**config.mk**
```make
export PLATFORM = sky130hd
export DESIGN_NAME = delimited_frame_receiver_checksum
export DESIGN_NICKNAME = d
export VERILOG_FILES = /design/src/hw/rtl/dfrc_pkg.sv /design/src/hw/rtl/dfrc_ctrl.sv /design/src/hw/rtl/dfrc_dpath.sv /design/src/hw/rtl/delimited_frame_receiver_checksum.sv
export VERILOG_INCLUDE_DIRS = /design/src /design/src/hw/rtl
export SDC_FILE = /design/constraint.sdc
export NUM_CORES = 1
export LEC_CHECK = 0
export BUFFER_PORTS_ARGS = -buffer_cell sky130_fd_sc_hd__buf_4
export CAP_MARGIN = 20
export CORE_MARGIN = 2
export CORE_UTILIZATION = 35
export CTS_CLUSTER_DIAMETER = 60
export DETAILED_ROUTE_END_ITERATION = 16
export SLEW_MARGIN = 20
export SYNTH_ARGS = -nofsm -noshare
export SYNTH_HDL_FRONTEND = slang
export SYNTH_SLANG_ARGS = --single-unit
```
**constraint.sdc**
```tcl
create_clock -name clk -period 9 [get_ports clk]
set_input_delay 0.45 -clock clk [delete_from_list [all_inputs] [get_ports clk]]
set_output_delay 0.45 -clock clk [all_outputs]
set_load 0.02 [all_outputs]
```
**src/hw/rtl/delimited_frame_receiver_checksum_assert.svh**
```systemverilog
// ----------------------------------------------------------------------------
// Assertion macros for the delimited frame receiver
// Shared property wrappers clocked on clk and disabled during reset.
// ----------------------------------------------------------------------------
`ifndef DELIMITED_FRAME_RECEIVER_CHECKSUM_ASSERT_SVH
`define DELIMITED_FRAME_RECEIVER_CHECKSUM_ASSERT_SVH

// The consequent must hold in the same cycle as the antecedent.
`define DFRC_ASSERT_SAME(lbl, ante, cons) \
	lbl: assert property (@(posedge clk) disable iff (!arst_n) (ante) |-> (cons)) \
		else $error("frame receiver assertion failed");

// The consequent must hold in the cycle after the antecedent.
`define DFRC_ASSERT_NEXT(lbl, ante, cons) \
	lbl: assert property (@(posedge clk) disable iff (!arst_n) (ante) |=> (cons)) \
		else $error("frame receiver assertion failed");

`endif

```
**src/hw/rtl/dfrc_pkg.sv**
```systemverilog
// ----------------------------------------------------------------------------
// dfrc_pkg
// Types, codes and character helpers shared by the frame receiver modules.
// ----------------------------------------------------------------------------
package dfrc_pkg;

	localparam logic [1:0] CMD_BYTE   = 2'd0;
	localparam logic [1:0] CMD_ARM    = 2'd1;
	localparam logic [1:0] CMD_DISARM = 2'd2;
	localparam logic [1:0] CMD_READ   = 2'd3;

	localparam int CFG_IDX_W = 2;
	localparam logic [CFG_IDX_W-1:0] CFG_START = 2'd0;
	localparam logic [CFG_IDX_W-1:0] CFG_END   = 2'd1;
	localparam logic [CFG_IDX_W-1:0] CFG_DELIM = 2'd2;
	localparam logic [CFG_IDX_W-1:0] CFG_USECS = 2'd3;

	localparam logic [7:0] RST_START = 8'd2;
	localparam logic [7:0] RST_END   = 8'd3;
	localparam logic [7:0] RST_DELIM = 8'd124;

	localparam logic [7:0] CH_SPACE = 8'h20;
	localparam logic [7:0] CH_NUL   = 8'h00;
	localparam logic [7:0] CH_PLUS  = 8'h2B;
	localparam logic [7:0] CH_MINUS = 8'h2D;
	localparam logic [7:0] CH_ZERO  = 8'h30;
	localparam logic [7:0] CH_NINE  = 8'h39;
	localparam logic [7:0] CH_TAB   = 8'h09;
	localparam logic [7:0] CH_CR    = 8'h0D;

	typedef enum logic [1:0] {
		ST_IDLE,
		ST_EXEC,
		ST_WALK,
		ST_DONE
	} state_t;

	typedef enum logic [1:0] {
		PH_SKIP,
		PH_DIG,
		PH_STOP
	} phase_t;

	typedef struct packed {
		logic latch_in;
		logic exec;
		logic walk;
		logic finish;
	} ctrl_t;

	typedef struct packed {
		logic walk_end;
		logic out_free;
	} stat_t;

	function automatic logic is_blank(input logic [7:0] c);
		return (c == CH_SPACE) || ((c >= CH_TAB) && (c <= CH_CR));
	endfunction

	function automatic logic is_digit(input logic [7:0] c);
		return (c >= CH_ZERO) && (c <= CH_NINE);
	endfunction

endpackage

```
**src/hw/rtl/dfrc_ctrl.sv**
```systemverilog
// ----------------------------------------------------------------------------
// dfrc_ctrl
// Sequencer: takes a beat, runs the command, walks the stores, posts the result.
// ----------------------------------------------------------------------------
`include "delimited_frame_receiver_checksum_assert.svh"

module dfrc_ctrl
	import dfrc_pkg::*;
(
	input  logic  clk,
	input  logic  arst_n,
	input  logic  s_tvalid,
	output logic  s_tready,
	input  stat_t stat,
	output ctrl_t ctrl
);

	state_t state_q;
	state_t state_n;

	always_ff @(posedge clk or negedge arst_n) begin
		if (!arst_n) begin
			state_q <= ST_IDLE;
		end else begin
			state_q <= state_n;
		end
	end

	always_comb begin
		state_n = state_q;
		ctrl = '0;
		s_tready = 1'b0;
		unique case (state_q)
			ST_IDLE: begin
				s_tready = 1'b1;
				if (s_tvalid) begin
					ctrl.latch_in = 1'b1;
					state_n = ST_EXEC;
				end
			end
			ST_EXEC: begin
				ctrl.exec = 1'b1;
				state_n = ST_WALK;
			end
			ST_WALK: begin
				ctrl.walk = 1'b1;
				if (stat.walk_end) begin
					state_n = ST_DONE;
				end
			end
			ST_DONE: begin
				if (stat.out_free) begin
					ctrl.finish = 1'b1;
					state_n = ST_IDLE;
				end
			end
			default: begin
				state_n = ST_IDLE;
			end
		endcase
	end

	`DFRC_ASSERT_NEXT(a_accept_then_exec, s_tvalid && s_tready, ctrl.exec)
	`DFRC_ASSERT_NEXT(a_exec_then_walk, ctrl.exec, ctrl.walk)
	`DFRC_ASSERT_NEXT(a_walk_stops, ctrl.walk && stat.walk_end, !ctrl.walk && !s_tready)
	`DFRC_ASSERT_NEXT(a_finish_then_ready, ctrl.finish, s_tready)

endmodule

```
**src/hw/rtl/dfrc_dpath.sv**
```systemverilog
// ----------------------------------------------------------------------------
// dfrc_dpath
// Capture stores, frame flags, checksum accumulator and field parser.
// ----------------------------------------------------------------------------
module dfrc_dpath
	import dfrc_pkg::*;
#(
	parameter int MSG_LEN  = 32,
	parameter int CSUM_LEN = 6
) (
	input  logic                 clk,
	input  logic                 arst_n,
	input  ctrl_t                ctrl,
	output stat_t                stat,
	input  logic [1:0]           in_cmd,
	input  logic [7:0]           in_byte,
	input  logic [4:0]           in_index,
	input  logic                 cfg_we,
	input  logic [CFG_IDX_W-1:0] cfg_idx,
	input  logic [7:0]           cfg_wdata,
	output logic                 out_valid,
	input  logic                 out_ready,
	output logic [15:0]          out_data
);

	localparam int NW  = (MSG_LEN - 1 > CSUM_LEN - 1) ? MSG_LEN - 1 : CSUM_LEN - 1;
	localparam int CW  = $clog2(NW + 1);
	localparam int AW  = $clog2(MSG_LEN);
	localparam int PW  = $clog2(CSUM_LEN);
	localparam int IXW = 8;

	logic [1:0]  cmd_q;
	logic [7:0]  byte_q;
	logic [4:0]  idx_q;

	logic [7:0]  start_q;
	logic [7:0]  end_q;
	logic [7:0]  delim_q;
	logic        usecs_q;

	logic [7:0]  mem_q [MSG_LEN];
	logic [MSG_LEN-1:0] vld_q;
	logic [7:0]  cs_q [CSUM_LEN];

	logic [AW-1:0] mpos_q;
	logic [PW-1:0] cpos_q;
	logic        in_msg_q;
	logic        in_cs_q;
	logic        done_q;
	logic        rxen_q;
	logic        acc_q;

	logic [CW-1:0] cnt_q;
	logic [15:0] sum_q;
	logic [15:0] val_q;
	logic        neg_q;
	phase_t      phase_q;

	logic [7:0]  rdat_s1;
	logic        rvld_s1;
	logic        rlast_s1;
	logic [7:0]  rd_q;

	logic        ovalid_q;
	logic [15:0] odata_q;

	logic        is_end;
	logic        is_start;
	logic        is_delim;
	logic        take;
	logic        capture;
	logic        mem_we;
	logic        cs_we;
	logic        idx_ok;
	logic [AW-1:0] rd_addr;
	logic [7:0]  eff_byte;
	logic        sum_en;
	logic        parse_en;
	logic [PW-1:0] pidx;
	logic [7:0]  pch;
	logic [15:0] val_n;
	logic        neg_n;
	phase_t      phase_n;
	logic [15:0] field;
	logic [15:0] total;
	logic        csum_ok;

	always_comb begin
		is_end   = (byte_q == end_q);
		is_start = (byte_q == start_q);
		is_delim = (byte_q == delim_q) && usecs_q;
		take     = ctrl.exec && (cmd_q == CMD_BYTE) && rxen_q && !done_q;
		capture  = take && !is_end && !is_start && !is_delim;
		mem_we   = capture && in_msg_q;
		cs_we    = capture && !in_msg_q && in_cs_q;
		idx_ok   = (IXW'(idx_q) < IXW'(MSG_LEN));
		if (ctrl.exec) begin
			rd_addr = idx_ok ? AW'(idx_q) : '0;
		end else begin
			rd_addr = (cnt_q <= CW'(MSG_LEN - 1)) ? cnt_q[AW-1:0] : '0;
		end
		eff_byte = rvld_s1 ? rdat_s1 : (rlast_s1 ? CH_NUL : CH_SPACE);
		sum_en   = ctrl.walk && (cnt_q != '0) && (cnt_q <= CW'(MSG_LEN - 1));
		parse_en = ctrl.walk && ({1'b0, cnt_q} < (CW + 1)'(CSUM_LEN));
		pidx     = parse_en ? cnt_q[PW-1:0] : '0;
		pch      = cs_q[pidx];
	end

	always_comb begin
		val_n   = val_q;
		neg_n   = neg_q;
		phase_n = phase_q;
		unique case (phase_q)
			PH_SKIP: begin
				if (is_blank(pch)) begin
					phase_n = PH_SKIP;
				end else if ((pch == CH_PLUS) || (pch == CH_MINUS)) begin
					neg_n   = (pch == CH_MINUS);
					phase_n = PH_DIG;
				end else if (is_digit(pch)) begin
					val_n   = {12'd0, pch[3:0]};
					phase_n = PH_DIG;
				end else begin
					phase_n = PH_STOP;
				end
			end
			PH_DIG: begin
				if (is_digit(pch)) begin
					val_n = (val_q << 3) + (val_q << 1) + {12'd0, pch[3:0]};
				end else begin
					phase_n = PH_STOP;
				end
			end
			PH_STOP: begin
				phase_n = PH_STOP;
			end
			default: begin
				phase_n = PH_STOP;
			end
		endcase
	end

	always_comb begin
		field   = neg_q ? (~val_q + 16'd1) : val_q;
		total   = sum_q + field;
		csum_ok = !usecs_q || (total == 16'd0);
	end

	always_ff @(posedge clk) begin
		if (ctrl.latch_in) begin
			cmd_q  <= in_cmd;
			byte_q <= in_byte;
			idx_q  <= in_index;
		end
	end

	always_ff @(posedge clk) begin
		if (mem_we) begin
			mem_q[mpos_q] <= byte_q;
		end
		rdat_s1 <= mem_q[rd_addr];
	end

	always_ff @(posedge clk or negedge arst_n) begin
		if (!arst_n) begin
			start_q  <= RST_START;
			end_q    <= RST_END;
			delim_q  <= RST_DELIM;
			usecs_q  <= 1'b1;
			vld_q    <= '0;
			for (int i = 0; i < CSUM_LEN; i++) begin
				cs_q[i] <= (i == CSUM_LEN - 1) ? CH_NUL : CH_SPACE;
			end
			mpos_q   <= '0;
			cpos_q   <= '0;
			in_msg_q <= 1'b0;
			in_cs_q  <= 1'b0;
			done_q   <= 1'b0;
			rxen_q   <= 1'b0;
			acc_q    <= 1'b0;
			rvld_s1  <= 1'b0;
			rlast_s1 <= 1'b0;
		end else begin
			rvld_s1  <= vld_q[rd_addr];
			rlast_s1 <= (rd_addr == AW'(MSG_LEN - 1));

			if (cfg_we) begin
				unique case (cfg_idx)
					CFG_START: start_q <= cfg_wdata;
					CFG_END:   end_q   <= cfg_wdata;
					CFG_DELIM: delim_q <= cfg_wdata;
					CFG_USECS: usecs_q <= cfg_wdata[0];
					default: ;
				endcase
			end

			if (ctrl.exec) begin
				acc_q <= take;
				unique case (cmd_q)
					CMD_BYTE: begin
						if (rxen_q && done_q) begin
							rxen_q <= 1'b0;
						end
					end
					CMD_ARM: begin
						rxen_q <= 1'b1;
						done_q <= 1'b0;
						vld_q  <= '0;
						for (int i = 0; i < CSUM_LEN; i++) begin
							cs_q[i] <= (i == CSUM_LEN - 1) ? CH_NUL : CH_SPACE;
						end
					end
					CMD_DISARM: begin
						rxen_q <= 1'b0;
						done_q <= 1'b0;
					end
					CMD_READ: ;
					default: ;
				endcase

				if (take) begin
					priority if (is_end) begin
						mpos_q   <= '0;
						cpos_q   <= '0;
						in_msg_q <= 1'b0;
						in_cs_q  <= 1'b0;
						done_q   <= 1'b1;
					end else if (is_start) begin
						mpos_q   <= '0;
						cpos_q   <= '0;
						in_msg_q <= 1'b1;
						in_cs_q  <= 1'b0;
						done_q   <= 1'b0;
					end else if (is_delim) begin
						cpos_q   <= '0;
						in_msg_q <= 1'b0;
						in_cs_q  <= 1'b1;
						done_q   <= 1'b0;
					end else if (in_msg_q) begin
						vld_q[mpos_q] <= 1'b1;
						if (mpos_q != AW'(MSG_LEN - 1)) begin
							mpos_q <= mpos_q + 1'b1;
						end else begin
							mpos_q <= '0;
							cpos_q <= '0;
							if (!usecs_q) begin
								in_msg_q <= 1'b0;
								in_cs_q  <= 1'b0;
								done_q   <= 1'b1;
							end
						end
					end else if (in_cs_q) begin
						if (cs_we) begin
							cs_q[cpos_q] <= byte_q;
						end
						if (cpos_q != PW'(CSUM_LEN - 1)) begin
							cpos_q <= cpos_q + 1'b1;
						end else begin
							mpos_q   <= '0;
							cpos_q   <= '0;
							in_msg_q <= 1'b0;
							in_cs_q  <= 1'b0;
							done_q   <= 1'b1;
						end
					end else begin
						done_q <= done_q;
					end
				end
			end
		end
	end

	always_ff @(posedge clk) begin
		if (ctrl.exec) begin
			cnt_q   <= '0;
			sum_q   <= 16'd0;
			val_q   <= 16'd0;
			neg_q   <= 1'b0;
			phase_q <= PH_SKIP;
		end else if (ctrl.walk) begin
			cnt_q <= cnt_q + 1'b1;
			if (cnt_q == '0) begin
				rd_q <= ((cmd_q == CMD_READ) && idx_ok) ? eff_byte : 8'd0;
			end
			if (sum_en) begin
				sum_q <= sum_q + {{8{eff_byte[7]}}, eff_byte};
			end
			if (parse_en) begin
				val_q   <= val_n;
				neg_q   <= neg_n;
				phase_q <= phase_n;
			end
		end
	end

	always_ff @(posedge clk or negedge arst_n) begin
		if (!arst_n) begin
			ovalid_q <= 1'b0;
		end else if (ctrl.finish) begin
			ovalid_q <= 1'b1;
		end else if (out_ready) begin
			ovalid_q <= 1'b0;
		end
	end

	always_ff @(posedge clk) begin
		if (ctrl.finish) begin
			odata_q <= {4'd0, rd_q, rxen_q, csum_ok, done_q, acc_q};
		end
	end

	assign stat.walk_end = (cnt_q == CW'(NW));
	assign stat.out_free = !ovalid_q || out_ready;
	assign out_valid     = ovalid_q;
	assign out_data      = odata_q;

endmodule

```
**src/hw/rtl/delimited_frame_receiver_checksum.sv**
```systemverilog
// ----------------------------------------------------------------------------
// delimited_frame_receiver_checksum: framed byte receiver with additive checksum
// Each accepted beat is executed, then the stores are walked, one entry per cycle,
// and the result is posted once the output is free; no new beat is taken until
// the result of the last one has been posted.
// Reset clears all flags; the stores read as spaces with a final zero at once.
// ----------------------------------------------------------------------------
module delimited_frame_receiver_checksum
	import dfrc_pkg::*;
#(
	parameter int MSG_LEN  = 32,
	parameter int CSUM_LEN = 6
) (
	input  logic                 clk,
	input  logic                 arst_n,
	input  logic                 s_tvalid,
	output logic                 s_tready,
	input  logic [15:0]          s_tdata,   // data_byte [7:0], read_index [12:8], zero
	input  logic [1:0]           s_tuser,   // cmd [1:0]
	output logic                 m_tvalid,
	input  logic                 m_tready,
	output logic [15:0]          m_tdata,   // accepted, frame_ready, checksum_ok, armed,
	                                        // read_byte [11:4], zero
	input  logic                 cfg_valid,
	output logic                 cfg_ready,
	input  logic [CFG_IDX_W-1:0] cfg_index,
	input  logic [7:0]           cfg_data
);

	ctrl_t ctrl;
	stat_t stat;

	assign cfg_ready = 1'b1;

	dfrc_ctrl u_ctrl (
		.clk      (clk),
		.arst_n   (arst_n),
		.s_tvalid (s_tvalid),
		.s_tready (s_tready),
		.stat     (stat),
		.ctrl     (ctrl)
	);

	dfrc_dpath #(
		.MSG_LEN  (MSG_LEN),
		.CSUM_LEN (CSUM_LEN)
	) u_dpath (
		.clk       (clk),
		.arst_n    (arst_n),
		.ctrl      (ctrl),
		.stat      (stat),
		.in_cmd    (s_tuser),
		.in_byte   (s_tdata[7:0]),
		.in_index  (s_tdata[12:8]),
		.cfg_we    (cfg_valid && cfg_ready),
		.cfg_idx   (cfg_index),
		.cfg_wdata (cfg_data),
		.out_valid (m_tvalid),
		.out_ready (m_tready),
		.out_data  (m_tdata)
	);

endmodule

```
Word level (Yosys, flattened, before mapping)
Memories as Yosys holds them, arrays and structs flattened. A register that Yosys moved wholly into a read port is not among the register bits.
Index checks and enable logic that the tools add are counted.
- $add $sub $neg: 8
- $mul: 0
- div/mod/pow operators: 0
- magnitude comparators: 12
- equal/unequal tests: 34
- shifts and indexed selects: 0
- muxes and demuxes: 97
- bitwise operators: 6
- reduce and logical (&&, ||, !) cells: 58
- operators with widths (cell ; number):
    two-way mux 48 bit ; 9
    two-way mux 32 bit ; 7
    two-way mux 16 bit ; 5
    adder 16 bit ; 3
    bitwise mux 48 bit ; 1
    two-way mux 5 bit ; 9
    two-way mux 1 bit ; 38
    two-way mux 8 bit ; 4
    bitwise OR 32 bit ; 1
    one-hot mux 16 bit (2 select lines) ; 1
    binary-select mux 8 bit (select 3 bit) ; 1
    demux 8 bit (select 3 bit) ; 1
    equality test 8 x 6 -> 1 bit (second input constant) ; 3
    equality test 8 bit ; 3
    two-way mux 3 bit ; 8
    logical AND 1 bit ; 18
    adder 16 x 1 -> 16 bit (second input constant) ; 1
    adder 16 x 4 -> 16 bit ; 1
    zero test 16 bit ; 1
    NOT 16 bit ; 1
    inequality test 5 bit (second input constant) ; 3
    two-way mux 2 bit ; 7
    inequality test 2 bit (second input constant) ; 7
    AND reduction 2 bit ; 7
    41 further kinds ; 75
- flip-flop bits (word level): 198
- latch bits: 0
- bits in writable memories: 256
- bits in read-only memories: 0
- input port bits: 33
- word-level logic and storage cells: 248
- memories kept: 1
- memories (memory ; words ; bits a word ; rd ports ; clocked after Yosys merged registers in ; write ports ; line ; text):
    u_dpath.mem_q ; 32 ; 8 ; 1 ; 1 ; 1 ; dfrc_dpath.sv:41 ; logic [7:0] mem_q [MSG_LEN];

Longest topological paths before layout
- depth in word-level cells: 17
- mapped depth: 20
- gate-level depth less buffers: 19

Modules after synthesis
Synthesis repeated with hierarchy kept, for this count alone.
- cells, all modules: 1925
- area total of the unflattened synthesis: 22029.9 µm²
- modules (own cells, without submodules) (module ; instances ; cells each ; area each (µm²) ; seq. area each (µm²)):
    dfrc_dpath ; 1 ; 1906 ; 21851.0 ; 12744.7
    dfrc_ctrl ; 1 ; 17 ; 167.7 ; 50.0
    delimited_frame_receiver_checksum ; 1 ; 2 ; 11.3 ; 0.0

Least setup slack after synthesis
Ideal clock, no wire load.
- kind: register to register
- from: register u_ctrl.state_q[0]
- to: register u_dpath.val_q[14]
- setup time: 116 ps
- arrival: 3757 ps
- data required time: 8884 ps
- setup slack: 5127 ps
- stages on the path, launching flop included: 21
- clock period less this slack: 3873 ps
- cells stage by stage: dfrtp_1 inv_1 ha_1 nor3b_1 buf_2 a221oi_1 or3_1 nand2_1 inv_1 ha_1 ha_1 inv_1 fa_1 nor2b_1 o31a_1 o211ai_1 a21o_1 nand3_1 o211ai_1 xnor2_1 a41o_1
- longest elaborated chain between the ends: 13
- elaborated cells between the ends (all ways): 29
- those cells by class: add/sub: 1; order compare: 4; eq/ne: 9; mux: 8; bitwise: 1; reduce/logical: 6
- RTL lines (item ; line ; text):
    start, declared ; dfrc_ctrl.sv:18 ; state_t state_q;
    start signal, assigned ; dfrc_ctrl.sv:25 ; state_q <= state_n;
    equality test 2 bit ; dfrc_ctrl.sv:33 ; unique case (state_q)
    two-way mux 1 bit ; dfrc_ctrl.sv:33 ;
    logical AND 1 bit ; dfrc_dpath.sv:104 ; parse_en = ctrl.walk && ({1'b0, cnt_q} < (CW + 1)'(CSUM_LEN));
    two-way mux 3 bit ; dfrc_dpath.sv:105 ; pidx = parse_en ? cnt_q[PW-1:0] : '0;
    NOT 3 -> 4 bit (not written as such) ; dfrc_dpath.sv:106 ; pch = cs_q[pidx];
    binary-select mux 8 bit (select 3 bit) ; dfrc_dpath.sv:106 ;
    two-way mux 8 bit (not written as such) (2 in series) ; dfrc_dpath.sv:106 ;
    >= comparator 8 x 4 -> 1 bit or less-or-equal comparator 8 x 4 -> 1 bit (tied branches) ; dfrc_pkg.sv:57 ; return (c == CH_SPACE) || ((c >= CH_TAB) && (c <= CH_CR));
    logical AND 1 bit ; dfrc_pkg.sv:57 ;
    logical OR 1 bit ; dfrc_pkg.sv:57 ;
    inequality test 2 bit (no source line) ; n/a ;
    AND reduction 7 bit (no source line) ; n/a ;
    end signal, assigned ; dfrc_dpath.sv:289 ; val_q <= val_n;
    end, declared ; dfrc_dpath.sv:55 ; logic [15:0] val_q;
Parallel ways exist; a longest one is shown, timed or not. The select of a mux whose other input is x is not followed.
A chain may end at the register's enable or synchronous reset.

Final worst setup path
- from: register u_ctrl.state_q[0]
- to: register u_dpath.val_q[15]
Same word-level chain as after synthesis.

==> summary.md <==
* 39.5% — top cell type's share of synthesized area
* 35.2% — initial cell density of the core
* sky130_fd_sc_hd__edfxtp_1 — biggest area consumer among synthesized cells
* 58.5% — fin crit share
* flop — capturing element type of the critical path
* 0 — max capacitance violation total
* 5.26 ns — time the final worst path needs with I/O delays and setup
* 9.67 nW — leakage power figure
* 11.3 um^2 — synthesized area per cell
* flop — category of the worst setup path launch point
* 13 — worst-path maximum fanout
* 275 nW/um^2 — power density of the placed cells
* 30.0% — clock group share of total power
* 0.848 — GPL Wtd Cong
* 37.8% — Reg power frac
* complete, no violations — result of the run
* 16.1% — total routing resource utilization after global routing
* 1.03 ns — actual transition at the worst max-transition pin
* 84200 um — global-route wire length before repair
* 12.5% — growth of design area from synthesis to finish
* sky130_fd_sc_hd__edfxtp_1 — Post-synth top flop
* 2759 — Placed Cells incl. Taps
* 11.8% — Compound-Gate Fraction of Synth Area
* sky130_fd_sc_hd__nand2_1 — most common cell after layout, fill and taps aside
* 0 — Final Hold Fails
* 18.7 um — detail-routed net length per standard cell
* 190 MHz — FMAX
* 1960 — post-synthesis cell count
* done — clock tree from TritonCTS
* 35.5% — switching portion of total power
* 6017 — filler instances
* 0.06 ns — clk slew on worst S/H paths
* 26.6% — fraction of registers with async set/reset
* 0 — antenna violations before repair
* 15.0k — number of global-route vias before repair
* 0 — gr ovfl total
* sky130_fd_sc_hd__or3b_1 — cell type of the slowest stage on the worst timing path
* 255 um — overall die width
* 31.1% — relative slew slack
* 5 — detailed-router iteration count before antenna repair
* 65300 um^2 — area of the die
* 0 — number of pins with negative max-slew slack in the final report
* 9.48 ns — data required time of the worst path
* simple AND/OR/NAND/NOR gates — dominant combinational cell family by area after synthesis
* 291 — Post-synth EDFFs
* 0.61 ns — worst-skew pair later-pin latency
* 57.8% — part of the Yosys area used for sequential elements
* 0.227 mV — maximum vdd ir drop
* sky130_fd_sc_hd__nand2_1 (333), sky130_fd_sc_hd__edfxtp_1 (291), sky130_fd_sc_hd__nor2_1 (109), sky130_fd_sc_hd__dfrtp_1 (109), sky130_fd_sc_hd__nand3_1 (91) — most used cells in the layout excluding fill and tap cells
* 2 — WP buf/inv
* 24900 um^2 — final std cell area, no fill
* 462 — Seq cells post-synth
* 15.3k — total via count after detailed routing
* 53500 um — total wire length after detailed routing
* 0 — count of warnings emitted by yosys
* 2.44 mW — Switching Power
* 5.75 ns — Worst EP arrival
* 5.36 — detailed-route vias per instance
* 0 — post-route DRC violation count
* false — unrepaired setup endpoints after global routing
* 0 — # setup viols final
* 33700 um — Detail Placement HPWL
* 0 — number of diodes added for antenna fixing
* in2reg — worst hold path class
* sky130_fd_sc_hd__clkbuf_16 — master cell of the clock root buffer
* 4.49% — post-synthesis share of cell area spent on full adders, half adders and majority gates
* 85 — count of distinct cell types in the synthesized netlist
* 5.01% — proportion of synthesized area in mux cells
* sky130_fd_sc_hd__edfxtp_1 (39%), sky130_fd_sc_hd__dfrtp_1 (12%), sky130_fd_sc_hd__nand2_1 (5.7%), sky130_fd_sc_hd__dfxtp_1 (4.3%), sky130_fd_sc_hd__ha_1 (4.1%) — most area-consuming cells after synthesis
* 1190 — Starting DRT DRC Count
* 4.42 mW — internal power consumption
* 62900 um^2 — core area
* simple AND/OR/NAND/NOR gates — Top Family by Delay on Critical Path
* 10.4% — fraction of final layout cells sized beyond drive strength 1
* 0.0225 ns — Fin Hold WS
* 22100 um^2 — Syn Std Cell Area
* 2.69% — xor-xnor portion of the synthesized cell area
* 2 — CTS HTree Levels
* 32.1% — relative contribution of combinational cells to total power
* 0.60 ns — largest stage delay on the critical path
* 15.2% — simple logic cell fraction of the synthesized area
* 52 — number of primary I/O pins
* 92 — Std-Cell Rows
* 23200 um^2 — Placed Instance Area
* inv_1 -> ha_1 -> or3b_1 -> nor2_1 -> nand3_1 -> nand3_1 -> inv_1 -> fa_1 -> ha_1 -> o21ai_0 -> o21a_1 -> nor3_1 -> nor3_1 -> o41ai_1 -> a21oi_1 -> xnor2_1 -> o21ai_1 — worst-path cell chain
* 0.0182 ns — setup clock skew after layout
* 50 — number of buffers created by CTS
* 2082 — count of nets after finishing
* reg2reg — WS Path Type
* 462 — sink count of the clock tree
* 137 — largest net degree at the start of global routing
* 255 um — height of the die
* 43 — Port Buf Inserts
* 0 — Antenna Nets Post-Route
* 3 — Max Root-Sink Buffers
* 0 ns — Total Neg Setup Slack
* 2860 — post-route insts no fill
## power by group through the flow
| stage | clock network (mW) | registers (mW) | logic [mW] |
|---|---|---|---|
| global placement | 0 | 2.63 | 2.15 |
| CTS | 2.10 | 2.60 | 2.21 |
| global route | 2.19 | 2.61 | 2.42 |
| finish | 2.06 | 2.60 | 2.20 |
| floorplan | 0 | 2.62 | 1.55 |
| detailed placement | 0 | 2.64 | 2.20 |
## what timing repair did
action,in CTS,in global routing
hold buffers,7,0
endpoints found under the hold margin,59,0
resized for setup,0,0
buffers inserted,0,0
## flip-flops by register name, indices dropped and copies added, names as in the netlist, 8 cells and up
name	count
u_dpath.start_q	8
u_dpath.vld_q	32
u_dpath.sum_q	16
u_dpath.cs_q	48
u_dpath.out_data	12
u_dpath.rdat_s1	8
u_dpath.byte_q	8
u_dpath.rd_q	8
u_dpath.end_q	8
u_dpath.delim_q	8
u_dpath.mem_q	256
u_dpath.val_q	16
## path summary, 6_finish.rpt
check | startpoint | endpoint | slack, ns | cells past startpoint
worst max-delay path | u_ctrl.state_q[0] | u_dpath.val_q[15] | 3.74 | 17
worst min-delay path | s_tdata[7] | u_dpath.byte_q[7] | 0.02 | 1
worst max register to register | u_ctrl.state_q[0] | u_dpath.val_q[15] | 3.74 | 17
worst min register to register | u_dpath.rd_q[3] | u_dpath.out_data[7] | 0.42 | 0
max in group asynchronous | arst_n | u_dpath.cs_q[3] | 7.07 | 3
min in group asynchronous | arst_n | u_dpath.cs_q[41] | 0.51 | 2
## metrics by stage
| stage | util [%] | setup WS, ns | total power, mW |
|---|---|---|---|
| 2_1_floorplan | - | 5.13 | 4.16 |
| 3_3_place_gp | 36.9 | 3.91 | 4.78 |
| 3_5_place_dp | 36.9 | 3.89 | 4.83 |
| 4_1_cts | 39.6 | 3.85 | 6.91 |
| 5_1_grt | 39.6 | 3.29 | 7.22 |
| 6_report | 39.6 | 3.74 | 6.86 |
## per-layer routing
metal	routed length [um]	share of wire (%)	GRT usage [%]	up-vias
met5	0	0	0	-
met4	1010	1.9	4.47	0
met3	2680	5.0	2.41	73
met2	24900	46	26.0	389
met1	25000	47	22.5	7615
li1	-	-	-	7239
## worst reg2reg max path, stage by stage, from the launching register on
cell,delay (ns)
sky130_fd_sc_hd__dfrtp_1,0.42
sky130_fd_sc_hd__inv_1,0.12
sky130_fd_sc_hd__ha_1,0.49
sky130_fd_sc_hd__or3b_1,0.60
sky130_fd_sc_hd__nor2_1,0.52
sky130_fd_sc_hd__nand3_1,0.16
sky130_fd_sc_hd__nand3_1,0.28
sky130_fd_sc_hd__inv_1,0.14
sky130_fd_sc_hd__fa_1,0.39
sky130_fd_sc_hd__ha_1,0.35
sky130_fd_sc_hd__o21ai_0,0.13
sky130_fd_sc_hd__o21a_1,0.22
sky130_fd_sc_hd__nor3_1,0.31
sky130_fd_sc_hd__nor3_1,0.13
sky130_fd_sc_hd__o41ai_1,0.47
sky130_fd_sc_hd__a21oi_1,0.15
sky130_fd_sc_hd__xnor2_1,0.19
sky130_fd_sc_hd__o21ai_1,0.09
## kinds of logic after synthesis
| group | Yosys count |
|---|---|
| AO/OA/AOI/OAI | 375 |
| XOR/XNOR | 68 |
| adder cells (fa/ha/maj) | 77 |
| buffers and inverters | 154 |
| flip-flops | 462 |
| multiplexers | 106 |
| other | 2 |
| AND/OR/NAND/NOR | 716 |
## cells in the mapped netlist (all sizes together), types with 5 or more instances
cell	count
o22ai	7
a22oi	5
o31ai	8
nor2b	9
o21a	10
nor3b	7
o211ai	7
nor3	24
nand3b	10
dfxtp	48
o32ai	11
a221oi	12
a31oi	25
and2	15
a21o	6
and3	51
xnor2	44
o2bb2ai	10
buf	53
inv	43
nand2	334
nand4	10
mux2	38
o21ai	97
clkbuf	57
a21oi	61
nor4	8
nor2	111
o41ai	6
a211oi	18
a22o	33
dfstp	14
a311oi	29
or4	5
or3	12
nand3	91
xor2	24
edfxtp	291
nand2b	13
dfrtp	109
mux2i	68
ha	73
## final cells by class
| class | instances | area, um^2 | share of cell area [%] |
|---|---|---|---|
| well taps | 846 | 1060 | 4.25 |
| inverters | 44 | 165 | 0.663 |
| clock buffers | 61 | 1290 | 5.19 |
| multi-input cells | 1347 | 8710 | 35.0 |
| repair buffers | 67 | 533 | 2.14 |
| flip-flops and latches | 462 | 12800 | 51.4 |
| clock inverters | 33 | 355 | 1.43 |
Power figures use the tool's default switching activity.
